===== src/sv/mpd_pkg.sv =====
// Shared types and constants for the multitap pad presence decoder.
// Used by every module of the block; no dependencies of its own.
`default_nettype none

package mpd_pkg;

    // Number of pad ports handled (1 to 5)
    localparam int NUM_PORTS = 5;
    localparam int PORT_MAX  = 5;

    localparam int NIBBLE_W  = 4;
    localparam int BYTE_W    = 8;
    localparam int BTN_W     = 12;
    localparam int TIME_W    = 32;
    localparam int WINDOW_W  = 24;

    localparam int IN_TDATA_W  = 112;
    localparam int OUT_ITEM_W  = BTN_W * PORT_MAX + 3 * PORT_MAX;
    localparam int OUT_TDATA_W = ((OUT_ITEM_W + 7) / 8) * 8;

    localparam logic [BYTE_W-1:0]   FLOAT_BYTE  = 8'h00;
    localparam logic [BYTE_W-1:0]   IDLE_BYTE   = 8'hFF;
    localparam logic [NIBBLE_W-1:0] NIBBLE_MASK = 4'hF;
    localparam logic [WINDOW_W-1:0] DEFAULT_WINDOW = 24'd300000;

    // Configuration register indexes
    localparam int CFG_IDX_W = 1;
    localparam logic [CFG_IDX_W-1:0] CFG_DEBOUNCE_WINDOW = 1'd0;
    localparam logic [CFG_IDX_W-1:0] CFG_EXT_BANK_EN     = 1'd1;

    // Configuration as seen by the lanes
    typedef struct packed {
        logic [WINDOW_W-1:0] window_us;
        logic                six_en;
    } mpd_cfg_t;

    // Per-port findings of one poll
    typedef struct packed {
        logic [BTN_W-1:0] buttons;
        logic             connected;
        logic             dropped;
        logic             ext_pad;
    } lane_res_t;

    // One result item, lowest field in the lowest bits
    typedef struct packed {
        logic [PORT_MAX-1:0]       ext_pad_mask;
        logic [PORT_MAX-1:0]       dropped_mask;
        logic [PORT_MAX-1:0]       connected_mask;
        logic [BTN_W*PORT_MAX-1:0] pressed_buttons;
    } out_item_t;

endpackage

`default_nettype wire


===== src/sv/multitap_pad_presence_decoder.sv =====
// Top level of the multitap pad presence decoder: configuration registers,
// the per-port lanes and the merge stage. Depends on mpd_pkg, mpd_port_lane
// and mpd_merge.
//
// Usage:
//   s_axis carries one finished poll per transfer; m_axis carries one result
//   per poll, in order. cfg_we/cfg_index/cfg_data write the debounce window
//   (index 0) and the extended bank enable (index 1); the user must write
//   them only while idle, not enforced by the block. Throughput: one poll
//   per cycle unless stalled; each port is decoded by its own lane and the
//   lanes update their presence state in the cycle of the transfer.
//   Reset: all ports disconnected, window 300000 us, extended bank enabled,
//   no result pending.
//   Stall: the output register is backed by a skid register, so one more
//   poll is taken while a result waits; with both full, s_axis_tready drops
//   until m_axis_tready frees a slot.
`default_nettype none

module multitap_pad_presence_decoder
    import mpd_pkg::*;
(
    input  wire logic                   clk,
    input  wire logic                   rst_n,
    // dpad_nibbles[19:0], action_nibbles[39:20], signature_nibbles[59:40],
    // extra_nibbles[79:60], now_us[111:80]
    input  wire logic [IN_TDATA_W-1:0]  s_axis_tdata,
    input  wire logic                   s_axis_tvalid,
    output logic                        s_axis_tready,
    // pressed_buttons[59:0], connected_mask[64:60], dropped_mask[69:65],
    // ext_pad_mask[74:70], zero fill [79:75]
    output logic [OUT_TDATA_W-1:0]      m_axis_tdata,
    output logic                        m_axis_tvalid,
    input  wire logic                   m_axis_tready,
    input  wire logic                   cfg_we,
    input  wire logic [CFG_IDX_W-1:0]   cfg_index,
    input  wire logic [WINDOW_W-1:0]    cfg_data
);

    logic [WINDOW_W-1:0] window_reg;
    logic                six_en_reg;
    mpd_cfg_t            cfg;
    logic                fire;
    logic                in_ready;
    out_item_t           out_item;
    lane_res_t [PORT_MAX-1:0] lane_res;

    logic [PORT_MAX*NIBBLE_W-1:0] dpad_nibbles;
    logic [PORT_MAX*NIBBLE_W-1:0] action_nibbles;
    logic [PORT_MAX*NIBBLE_W-1:0] signature_nibbles;
    logic [PORT_MAX*NIBBLE_W-1:0] extra_nibbles;
    logic [TIME_W-1:0]            now_us;

    // Unpack the poll
    assign dpad_nibbles      = s_axis_tdata[19:0];
    assign action_nibbles    = s_axis_tdata[39:20];
    assign signature_nibbles = s_axis_tdata[59:40];
    assign extra_nibbles     = s_axis_tdata[79:60];
    assign now_us            = s_axis_tdata[111:80];

    assign fire          = s_axis_tvalid && in_ready;
    assign s_axis_tready = in_ready;

    // Configuration registers
    always_ff @(posedge clk or negedge rst_n)
    begin
        if (!rst_n)
        begin
            window_reg <= DEFAULT_WINDOW;
            six_en_reg <= 1'b1;
        end
        else if (cfg_we)
        begin
            unique case (cfg_index)
                CFG_DEBOUNCE_WINDOW: window_reg <= cfg_data;
                CFG_EXT_BANK_EN:     six_en_reg <= cfg_data[0];
                default: ;
            endcase
        end
    end

    assign cfg.window_us = window_reg;
    assign cfg.six_en    = six_en_reg;

    // Port lanes; ports beyond NUM_PORTS report nothing
    for (genvar p = 0; p < PORT_MAX; p++)
    begin : g_lane
        if (p < NUM_PORTS)
        begin : g_used
            mpd_port_lane u_lane (
                .clk        (clk),
                .rst_n      (rst_n),
                .fire       (fire),
                .cfg        (cfg),
                .echo_check (p != 0),
                .port0_byte ({action_nibbles[NIBBLE_W-1:0], dpad_nibbles[NIBBLE_W-1:0]}),
                .dpad       (dpad_nibbles[p*NIBBLE_W +: NIBBLE_W]),
                .action     (action_nibbles[p*NIBBLE_W +: NIBBLE_W]),
                .signature  (signature_nibbles[p*NIBBLE_W +: NIBBLE_W]),
                .extra      (extra_nibbles[p*NIBBLE_W +: NIBBLE_W]),
                .now_us     (now_us),
                .res        (lane_res[p])
            );
        end
        else
        begin : g_unused
            assign lane_res[p] = '0;
        end
    end

    // Merge and output stage
    mpd_merge u_merge (
        .clk       (clk),
        .rst_n     (rst_n),
        .fire      (fire),
        .lane_res  (lane_res),
        .in_ready  (in_ready),
        .out_valid (m_axis_tvalid),
        .out_ready (m_axis_tready),
        .out_item  (out_item)
    );

    assign m_axis_tdata = {{(OUT_TDATA_W-OUT_ITEM_W){1'b0}}, out_item};

`ifndef SYNTHESIS
    // A port dropped on a poll is never reported connected on it
    a_drop_not_conn: assert property (@(posedge clk) disable iff (!rst_n)
        m_axis_tvalid |-> ((out_item.dropped_mask & out_item.connected_mask) == '0))
        else $error("dropped port reported connected");

    // Input back-pressure only while a result is pending at the output
    a_ready_only_when_full: assert property (@(posedge clk) disable iff (!rst_n)
        !s_axis_tready |-> m_axis_tvalid)
        else $error("input stalled with empty output");

    // An accepted poll always leaves a result at the output next cycle
    a_fire_gives_result: assert property (@(posedge clk) disable iff (!rst_n)
        fire |=> m_axis_tvalid)
        else $error("accepted poll produced no result");

    // Port 0 buttons are only reported while port 0 is connected
    a_buttons_need_conn: assert property (@(posedge clk) disable iff (!rst_n)
        (m_axis_tvalid && !out_item.connected_mask[0])
            |-> (out_item.pressed_buttons[BTN_W-1:0] == '0))
        else $error("buttons on disconnected port");
`endif

endmodule

`default_nettype wire


===== src/sv/mpd_port_lane.sv =====
// One pad port lane: decodes the port's nibbles and keeps its presence state.
// Depends on mpd_pkg.
`default_nettype none

module mpd_port_lane
    import mpd_pkg::*;
(
    input  wire logic                clk,
    input  wire logic                rst_n,
    input  wire logic                fire,
    input  wire mpd_cfg_t            cfg,
    input  wire logic                echo_check,
    input  wire logic [BYTE_W-1:0]   port0_byte,
    input  wire logic [NIBBLE_W-1:0] dpad,
    input  wire logic [NIBBLE_W-1:0] action,
    input  wire logic [NIBBLE_W-1:0] signature,
    input  wire logic [NIBBLE_W-1:0] extra,
    input  wire logic [TIME_W-1:0]   now_us,
    output lane_res_t                res
);

    logic              connected_reg, connected_next;
    logic              floating_seen_reg, floating_seen_next;
    logic [TIME_W-1:0] float_start_reg, float_start_next;

    logic [BYTE_W-1:0]   normal;
    logic [NIBBLE_W-1:0] ext;
    logic                six;
    logic                floating;
    logic                active;
    logic                press;
    logic                conn_pre;
    logic                fs_pre;
    logic [TIME_W-1:0]   elapsed;
    logic                drop;

    // Decode of the two scans
    always_comb
    begin
        normal   = {action, dpad};
        six      = cfg.six_en && (signature == '0) && (normal != FLOAT_BYTE);
        ext      = six ? extra : NIBBLE_MASK;
        floating = (normal == FLOAT_BYTE);
        active   = (normal != FLOAT_BYTE) && (normal != IDLE_BYTE);
        press    = active && (!echo_check || (normal != port0_byte));
    end

    // Presence update and debounced drop
    always_comb
    begin
        conn_pre         = connected_reg | press;
        fs_pre           = floating;
        float_start_next = (floating && !floating_seen_reg) ? now_us : float_start_reg;
        elapsed          = now_us - float_start_next;
        drop             = conn_pre && fs_pre &&
                           (elapsed >= {{(TIME_W-WINDOW_W){1'b0}}, cfg.window_us});
        connected_next     = conn_pre & ~drop;
        floating_seen_next = fs_pre & ~drop;
    end

    // Findings for the merge stage
    always_comb
    begin
        res.connected  = connected_next;
        res.dropped    = drop;
        res.ext_pad    = six;
        res.buttons    = (connected_next && !floating) ? {~ext, ~normal} : '0;
    end

    // Presence state, updated on each accepted poll
    always_ff @(posedge clk or negedge rst_n)
    begin
        if (!rst_n)
        begin
            connected_reg     <= 1'b0;
            floating_seen_reg <= 1'b0;
            float_start_reg   <= '0;
        end
        else if (fire)
        begin
            connected_reg     <= connected_next;
            floating_seen_reg <= floating_seen_next;
            float_start_reg   <= float_start_next;
        end
    end

endmodule

`default_nettype wire


===== src/sv/mpd_merge.sv =====
// Merge stage: packs the lane findings into one result and holds it in an
// output register backed by a skid register. Depends on mpd_pkg.
`default_nettype none

module mpd_merge
    import mpd_pkg::*;
(
    input  wire logic                   clk,
    input  wire logic                   rst_n,
    input  wire logic                   fire,
    input  wire lane_res_t [PORT_MAX-1:0] lane_res,
    output logic                        in_ready,
    output logic                        out_valid,
    input  wire logic                   out_ready,
    output out_item_t                   out_item
);

    out_item_t merged;
    out_item_t out_data_reg, out_data_next;
    out_item_t skid_data_reg, skid_data_next;
    logic      out_valid_reg, out_valid_next;
    logic      skid_valid_reg, skid_valid_next;

    // Gather lane findings
    always_comb
    begin
        merged = '0;
        for (int p = 0; p < PORT_MAX; p++)
        begin
            merged.pressed_buttons[p*BTN_W +: BTN_W] = lane_res[p].buttons;
            merged.connected_mask[p]  = lane_res[p].connected;
            merged.dropped_mask[p]    = lane_res[p].dropped;
            merged.ext_pad_mask[p]    = lane_res[p].ext_pad;
        end
    end

    // Output register and skid register
    always_comb
    begin
        out_valid_next  = out_valid_reg;
        out_data_next   = out_data_reg;
        skid_valid_next = skid_valid_reg;
        skid_data_next  = skid_data_reg;
        if (out_ready || !out_valid_reg)
        begin
            if (skid_valid_reg)
            begin
                out_valid_next  = 1'b1;
                out_data_next   = skid_data_reg;
                skid_valid_next = 1'b0;
            end
            else
            begin
                out_valid_next = fire;
                if (fire)
                    out_data_next = merged;
            end
        end
        else if (fire)
        begin
            skid_valid_next = 1'b1;
            skid_data_next  = merged;
        end
    end

    always_ff @(posedge clk or negedge rst_n)
    begin
        if (!rst_n)
        begin
            out_valid_reg  <= 1'b0;
            skid_valid_reg <= 1'b0;
        end
        else
        begin
            out_valid_reg  <= out_valid_next;
            skid_valid_reg <= skid_valid_next;
        end
    end

    // Payload, no reset needed
    always_ff @(posedge clk)
    begin
        out_data_reg  <= out_data_next;
        skid_data_reg <= skid_data_next;
    end

    assign in_ready  = !skid_valid_reg;
    assign out_valid = out_valid_reg;
    assign out_item  = out_data_reg;

endmodule

`default_nettype wire


===== config.mk =====
export PLATFORM = sky130hd
export DESIGN_NAME = multitap_pad_presence_decoder
export DESIGN_NICKNAME = d
export VERILOG_FILES = /design/src/sv/mpd_pkg.sv /design/src/sv/multitap_pad_presence_decoder.sv /design/src/sv/mpd_port_lane.sv /design/src/sv/mpd_merge.sv
export SDC_FILE = /design/constraint.sdc
export NUM_CORES = 1
export LEC_CHECK = 0
export ABC_CLOCK_PERIOD_IN_PS = 12050
export BUFFER_PORTS_ARGS = -buffer_cell sky130_fd_sc_hd__buf_2
export CAP_MARGIN = 20
export CORE_ASPECT_RATIO = 0.75
export CORE_MARGIN = 4
export CORE_UTILIZATION = 67
export DETAILED_ROUTE_END_ITERATION = 8
export PLACE_DENSITY_LB_ADDON = 0.3
export SYNTH_ARGS = -nofsm -noshare
export SYNTH_HDL_FRONTEND = slang
export SYNTH_SLANG_ARGS = --single-unit

===== constraint.sdc =====
create_clock -name clk -period 12.05 [get_ports clk]
set_input_delay 2.41 -clock clk [delete_from_list [all_inputs] [get_ports clk]]
set_output_delay 2.41 -clock clk [all_outputs]
set_load 0.02 [all_outputs]

* Word level (Yosys, flattened, before mapping)
Index checks and enable logic that the tools add are counted.
** Cells by class
- Add/subtract/negate cells :: 5
- Order comparisons :: 5
- Eq/ne operators :: 9
- Muxes and demuxes :: 20
- Bitwise logic cells :: 32
- Reduce and logical (&&, ||, !) cells :: 74
** Operator list (number)
- 32-bit by 24-bit greater-or-equal comparator with 1-bit output :: 5
- 32-bit 2-to-1 mux :: 5
- 32-bit subtractor :: 5
- 75-bit 2-to-1 mux :: 2
- 12-bit 2-to-1 mux :: 5
- 1-bit logical AND :: 40
- 8-bit zero test :: 5
- 8-bit inequality test, second input constant :: 5
- 8-bit inverter :: 5
- 8-bit nonzero test :: 5
- 8-bit inequality test :: 4
- 4-bit zero test :: 5
- 4-bit 2-to-1 mux :: 5
- 4-bit inverter :: 5
- 1-bit zero test :: 12
- 1-bit bitwise AND :: 10
- 2-bit AND reduction :: 4
- 1-bit inverter :: 7
- 1-bit bitwise OR :: 5
- 2-bit nonzero test :: 2
- 1-bit 2-to-1 mux :: 3
- 1-bit logical OR :: 1
** Word-level totals
- Register bits after elaboration :: 347
- Logic and storage cells :: 172

* Longest topological paths before layout
- Word-level depth :: 12
- Gate-level depth with buffers :: 29

* By module
From an unflattened synthesis, not the netlist that was laid out.
** Second synthesis, totals
- Cell total of the unflattened synthesis :: 3211
- Area, all modules :: 30146.4 sq um
** By module, submodules not included
- mpd_port_lane (g_lane[1].g_used.u_lane ...) :: times used 2, cells each 607, area an instance 4802.1 sq um
- mpd_merge :: times used 1, cells each 244, area an instance 5616.6 sq um
- mpd_port_lane (g_lane[4].g_used.u_lane) :: times used 1, cells each 583, area an instance 4740.8 sq um
- mpd_port_lane (g_lane[0].g_used.u_lane) :: times used 1, cells each 581, area an instance 4704.5 sq um
- mpd_port_lane (g_lane[3].g_used.u_lane) :: times used 1, cells each 526, area an instance 4366.7 sq um
- multitap_pad_presence_decoder :: times used 1, cells each 63, area an instance 1113.6 sq um

* Least setup slack after synthesis
OpenSTA, ideal clock, no wires.
- Path kind :: input to register
- Start point :: in s_axis_tdata[20]
- End point :: reg u_merge.out_data_reg (netlist bit u_merge.out_item[60]) (data pin)
- Arrival :: 7.880 ns
- Required time :: 11.881 ns
- Setup slack :: 4.001 ns
- Cell stages on the path :: 28
- Buffers on the path :: 2
- Cells stage by stage :: clkbuf_1 nor4_1 nand2_1 nor2_1 clkbuf_1 mux2i_1 ha_1 nor2b_1 o2111a_1 o21ai_1 o211ai_1 and2_1 o21ai_0 nand2b_1 a21oi_1 o21bai_1 xor2_1 ha_1 a21oi_1 o21ai_0 a211oi_1 o31a_1 o311ai_0 a311oi_1 o2111ai_1 o41ai_2 nor2_2 o31ai_1
** On the way
- Word-level cells in the longest chain between the ends :: 10
- Elaborated cells on any way between the ends :: 15
- Classes of those cells :: 1 x add/sub; 1 x order compare; 1 x eq/ne; 3 x mux; 3 x bitwise; 6 x reduce/logical
** RTL lines
- start, declared :: RTL line multitap_pad_presence_decoder.sv:26 : input wire logic [IN_TDATA_W-1:0] s_axis_tdata,
- 8-bit zero test :: RTL line mpd_port_lane.sv:43 : floating = (normal == FLOAT_BYTE);
- 1-bit logical AND :: RTL line mpd_port_lane.sv:53 : float_start_next = (floating && !floating_seen_reg) ? now_us : float_start_reg;
- 32-bit 2-to-1 mux :: RTL line mpd_port_lane.sv:53
- 32-bit subtractor :: RTL line mpd_port_lane.sv:54 : elapsed = now_us - float_start_next;
- 32-bit by 24-bit greater-or-equal comparator with 1-bit output :: RTL line mpd_port_lane.sv:56 : (elapsed >= {{(TIME_W-WINDOW_W){1'b0}}, cfg.window_us});
- 1-bit logical AND * :: RTL line mpd_port_lane.sv:55 : drop = conn_pre && fs_pre &&
- named net g_lane[0].g_used.u_lane.drop :: RTL line mpd_port_lane.sv:35 : logic drop;
- 1-bit inverter * :: RTL line mpd_port_lane.sv:57 : connected_next = conn_pre & ~drop;
- 1-bit bitwise AND * :: RTL line mpd_port_lane.sv:57
- 75-bit 2-to-1 mux * :: RTL line mpd_merge.sv:55 : if (fire)
- 75-bit 2-to-1 mux * :: RTL line mpd_merge.sv:46 : if (skid_valid_reg)
- end signal, assigned :: RTL line mpd_merge.sv:83 : out_data_reg <= out_data_next;
- end, declared :: RTL line mpd_merge.sv:19 : out_item_t out_data_reg, out_data_next;
The timed path passes the listed nets; every way through them passes the cells marked *. The select of a mux whose other input is x is not followed.
A chain may end at the register's enable or synchronous reset.

* Worst setup path after layout
- Start point :: in s_axis_tdata[20]
- End point :: reg u_merge.out_data_reg (netlist bit u_merge.out_item[60]) (data pin)
** On the way
- Word-level cells in the longest chain between the ends :: 10
- Elaborated cells on any way between the ends :: 15
- Classes of those cells :: 1 x add/sub; 1 x order compare; 1 x eq/ne; 3 x mux; 3 x bitwise; 6 x reduce/logical
** RTL lines
- 8-bit zero test :: RTL line mpd_port_lane.sv:43
- 1-bit logical AND :: RTL line mpd_port_lane.sv:53
- 32-bit 2-to-1 mux :: RTL line mpd_port_lane.sv:53
- named net g_lane[0].g_used.u_lane.float_start_next[0] :: RTL line mpd_port_lane.sv:24 : logic [TIME_W-1:0] float_start_reg, float_start_next;
- 32-bit subtractor :: RTL line mpd_port_lane.sv:54
- 32-bit by 24-bit greater-or-equal comparator with 1-bit output :: RTL line mpd_port_lane.sv:56
- 1-bit logical AND :: RTL line mpd_port_lane.sv:55
- named net g_lane[0].g_used.u_lane.drop :: RTL line mpd_port_lane.sv:35
- 1-bit inverter :: RTL line mpd_port_lane.sv:57
- 1-bit bitwise AND :: RTL line mpd_port_lane.sv:57
- 75-bit 2-to-1 mux :: RTL line mpd_merge.sv:55
- 75-bit 2-to-1 mux :: RTL line mpd_merge.sv:46
The timed path passes the listed nets, and every way through them passes these cells. The select of a mux whose other input is x is not followed.

==> flow_summary.yaml <==
timing:
  rsz0062_at_grt: "no"
  report.final.setup_viol: 0
  final.min_clock_period_ps: 9070
  relSlewSlack: 0.260
  worst_pin_slew_ps: 1110
  setup_tns_ps: 0
  slew_violations: 0
  finalCritPeriodShare: 0.752
  holdWs_ps: 504
  worst_clock_skew_ps: 19.9
  hold_viol: 0
  fmaxAchievable_ghz: 0.110
setup_path:
  arrival_ps: 9450
  r2r-start: "g_lane[2].g_used.u_lane.floating_seen_reg"
  required_ps: 12440
  reg2reg_slack_ps: 5200
  crit_path_start_kind: "input port"
  r2r_cells: 23
  end_kind: "flop"
  r2r_end: "u_merge.out_item[67]"
  crit_fanout: 14
  crit_type: "in -> reg"
route:
  wl_per_cell_um: 22.1
  drt-met1-wl_um: 31800
  antenna_left: 0
  first_iter_violations: 2359
  drc: 0
  wl_met2_um: 35600
  top_layer: "met4"
  drt-total-wl_um: 76700
  met3_length_um: 6860
  drtPass1Iterations: 7
  via_count: 23222
  drt-vias-per-instance: 6.69
clock_tree:
  cts_tree: "yes"
  cts.sinks: 347
  cts_setup_buffers: 0
  clock_latency_ps: 570
  cts_buffers: 38
  cts_resized: 0
  clk_pin_slew_ps: 60
  htree_levels: 2
  cts-root-buf: "clkbuf_16"
  hold_buffers: 0
  clk_path_buf_depth: 3
power:
  total_power_uw: 3440
  p_leak_uw: 0.0122
  p_per_area_nw_per_um2: 117
  max-vdd-ir-drop_uv: 97.5
final_layout:
  nNetsFinal: 3348
  multi_input_area_sq_um: 16700
  fillers: 2831
  largest_reg_flops: 160
  stdcell_area_sq_um: 29500
  post-route-util: 0.745
  seqCellArea_sq_um: 9450
  drive_gt1_frac: 0.176
  area_growth_syn_to_layout_pct: 9.91
place:
  place_hpwl_um: 57200
  io_buffer_count: 218
  gp_congestion: 1.04
  place_area_sq_um: 28200
global_route:
  grt_pass1_vias: 22489
  grt_use_total: 0.341
  grt_max_degree: 94
  overflow: 0
  antenna_found_initial: 0
  grt_pass1_wl_um: 119000
synth:
  synth.most_common_cell: "ha_1"
  synth_area_leaders: "dfrtp_1, edfxtp_1, ha_1"
  synth-async-reset-ratio: 0.568
  ys_types: 87
  syn_inst: 2781
  synth-seq-cells: 347
  synthesis.area_sq_um: 26800
  yosys_warnings: 0
  synth_edf_count: 150
  synth_top_area_cell: "dfrtp_1"
  postSynthAreaPerCell_sq_um: 9.65
  ys_top_cells_by_count: "ha_1, nand2_1, a21oi_1"
  ys_seq_area_frac: 0.352
  synth_top_area_share: 0.175
  synth_ff_type: "dfrtp_1"
worst_hold_path:
  hp-class: "reg -> reg"
  whs_endpoint: "g_lane[1].g_used.u_lane.float_start_reg[20]"
  holdPathStages: 1
  hp-start: "g_lane[1].g_used.u_lane.float_start_reg[20]"
outcome:
  status: "completed"
floorplanning:
  ios: 224
  die_w_um: 239
  core-area_sq_um: 39600
  start_util: 0.678
  die_h_um: 181
  dieArea_sq_um: 43300
  rows: 63
run:
  cap_viol_max_count: 0
==> logic make-up (layout without fill, tap and decap cells) <==
group | Yosys count | count (layout) | synth area share
buffers and inverters | 210 | 376 | 0.0307
other | 1 | 6 | 0.000140
flip-flops | 347 | 347 | 0.352
XOR/XNOR | 160 | 160 | 0.0525
AO/OA/AOI/OAI | 712 | 712 | 0.171
AND/OR/NAND/NOR | 737 | 737 | 0.128
multiplexers | 329 | 329 | 0.131
adder cells (fa/ha/maj) | 285 | 285 | 0.134
==> critical path, stage by stage <==
cell and delay, ps:
buf_2 200, nor4_1 400, nand2_1 370, nor2_4 620, mux2_2 280, ha_1 200
inv_1 70, fa_1 430, a211oi_1 360, o21ai_0 220, a22oi_1 420, o21ai_0 300
a21o_1 250, a21oi_1 180, xnor2_1 90, ha_1 180, a21oi_1 120, o21ai_0 90
a211oi_1 230, o31a_1 170, o311ai_0 120, a311oi_1 250, o2111ai_1 190, o41ai_2 870
nor2_2 120, o31ai_1 260
==> through the flow <==
| stage | worst slack [ps] | std cells |
|---|---|---|
| after floorplan | 4000 | 2785 |
| after global placement | 2820 | 3400 |
| after detailed placement | 2660 | 3400 |
| after CTS | 3210 | 3470 |
| after global routing | 2310 | 3471 |
| final | 2980 | 3472 |
==> placed cells by master, fill, tap and decap left out, types with 139 or more instances in the layout <==
cell type and instances:
a21oi_1 215, buf_2 217, dfrtp_1 187, edfxtp_1 150, ha_1 280, mux2_2 173
mux2i_1 156, nand2_1 272, nor2_1 188, o21ai_0 139
==> worst max-delay path by stage <==
stage                           startpoint                    to  slack, ps  cells after the start
after floorplan           s_axis_tdata[20]  u_merge.out_item[60]       4000                     28
after global placement    s_axis_tdata[25]  u_merge.out_item[66]       2820                     26
after detailed placement  s_axis_tdata[25]  u_merge.out_item[66]       2660                     26
after CTS                 s_axis_tdata[25]  u_merge.out_item[66]       3210                     26
after global routing      s_axis_tdata[25]  u_merge.out_item[66]       2310                     26
final                     s_axis_tdata[20]  u_merge.out_item[60]       2980                     26
==> final cells by class <==
class,instances,share of cell area
diodes,1,0.0000849
clock inverters,17,0.00547
inverters,69,0.00878
well taps,520,0.0221
flip-flops and latches,347,0.320
repair buffers,237,0.0421
multi-input cells,2228,0.565
clock buffers,53,0.0363
==> where the power goes <==
group / leakage [uW] / internal [uW] / switching, uW / total, uW
registers: 0.00406 / 1310 / 33.8 / 1350
logic: 0.00758 / 334 / 576 / 910
clock network: 0.000593 / 670 / 511 / 1180
==> layer usage <==
layer | vias up | global-route usage
li1 | 10610 | -
met1 | 11211 | 0.467
met2 | 1184 | 0.571
met3 | 217 | 0.0447
met4 | 0 | 0.100
met5 | - | 0
Note: power is estimated with default switching activity, not from simulation.
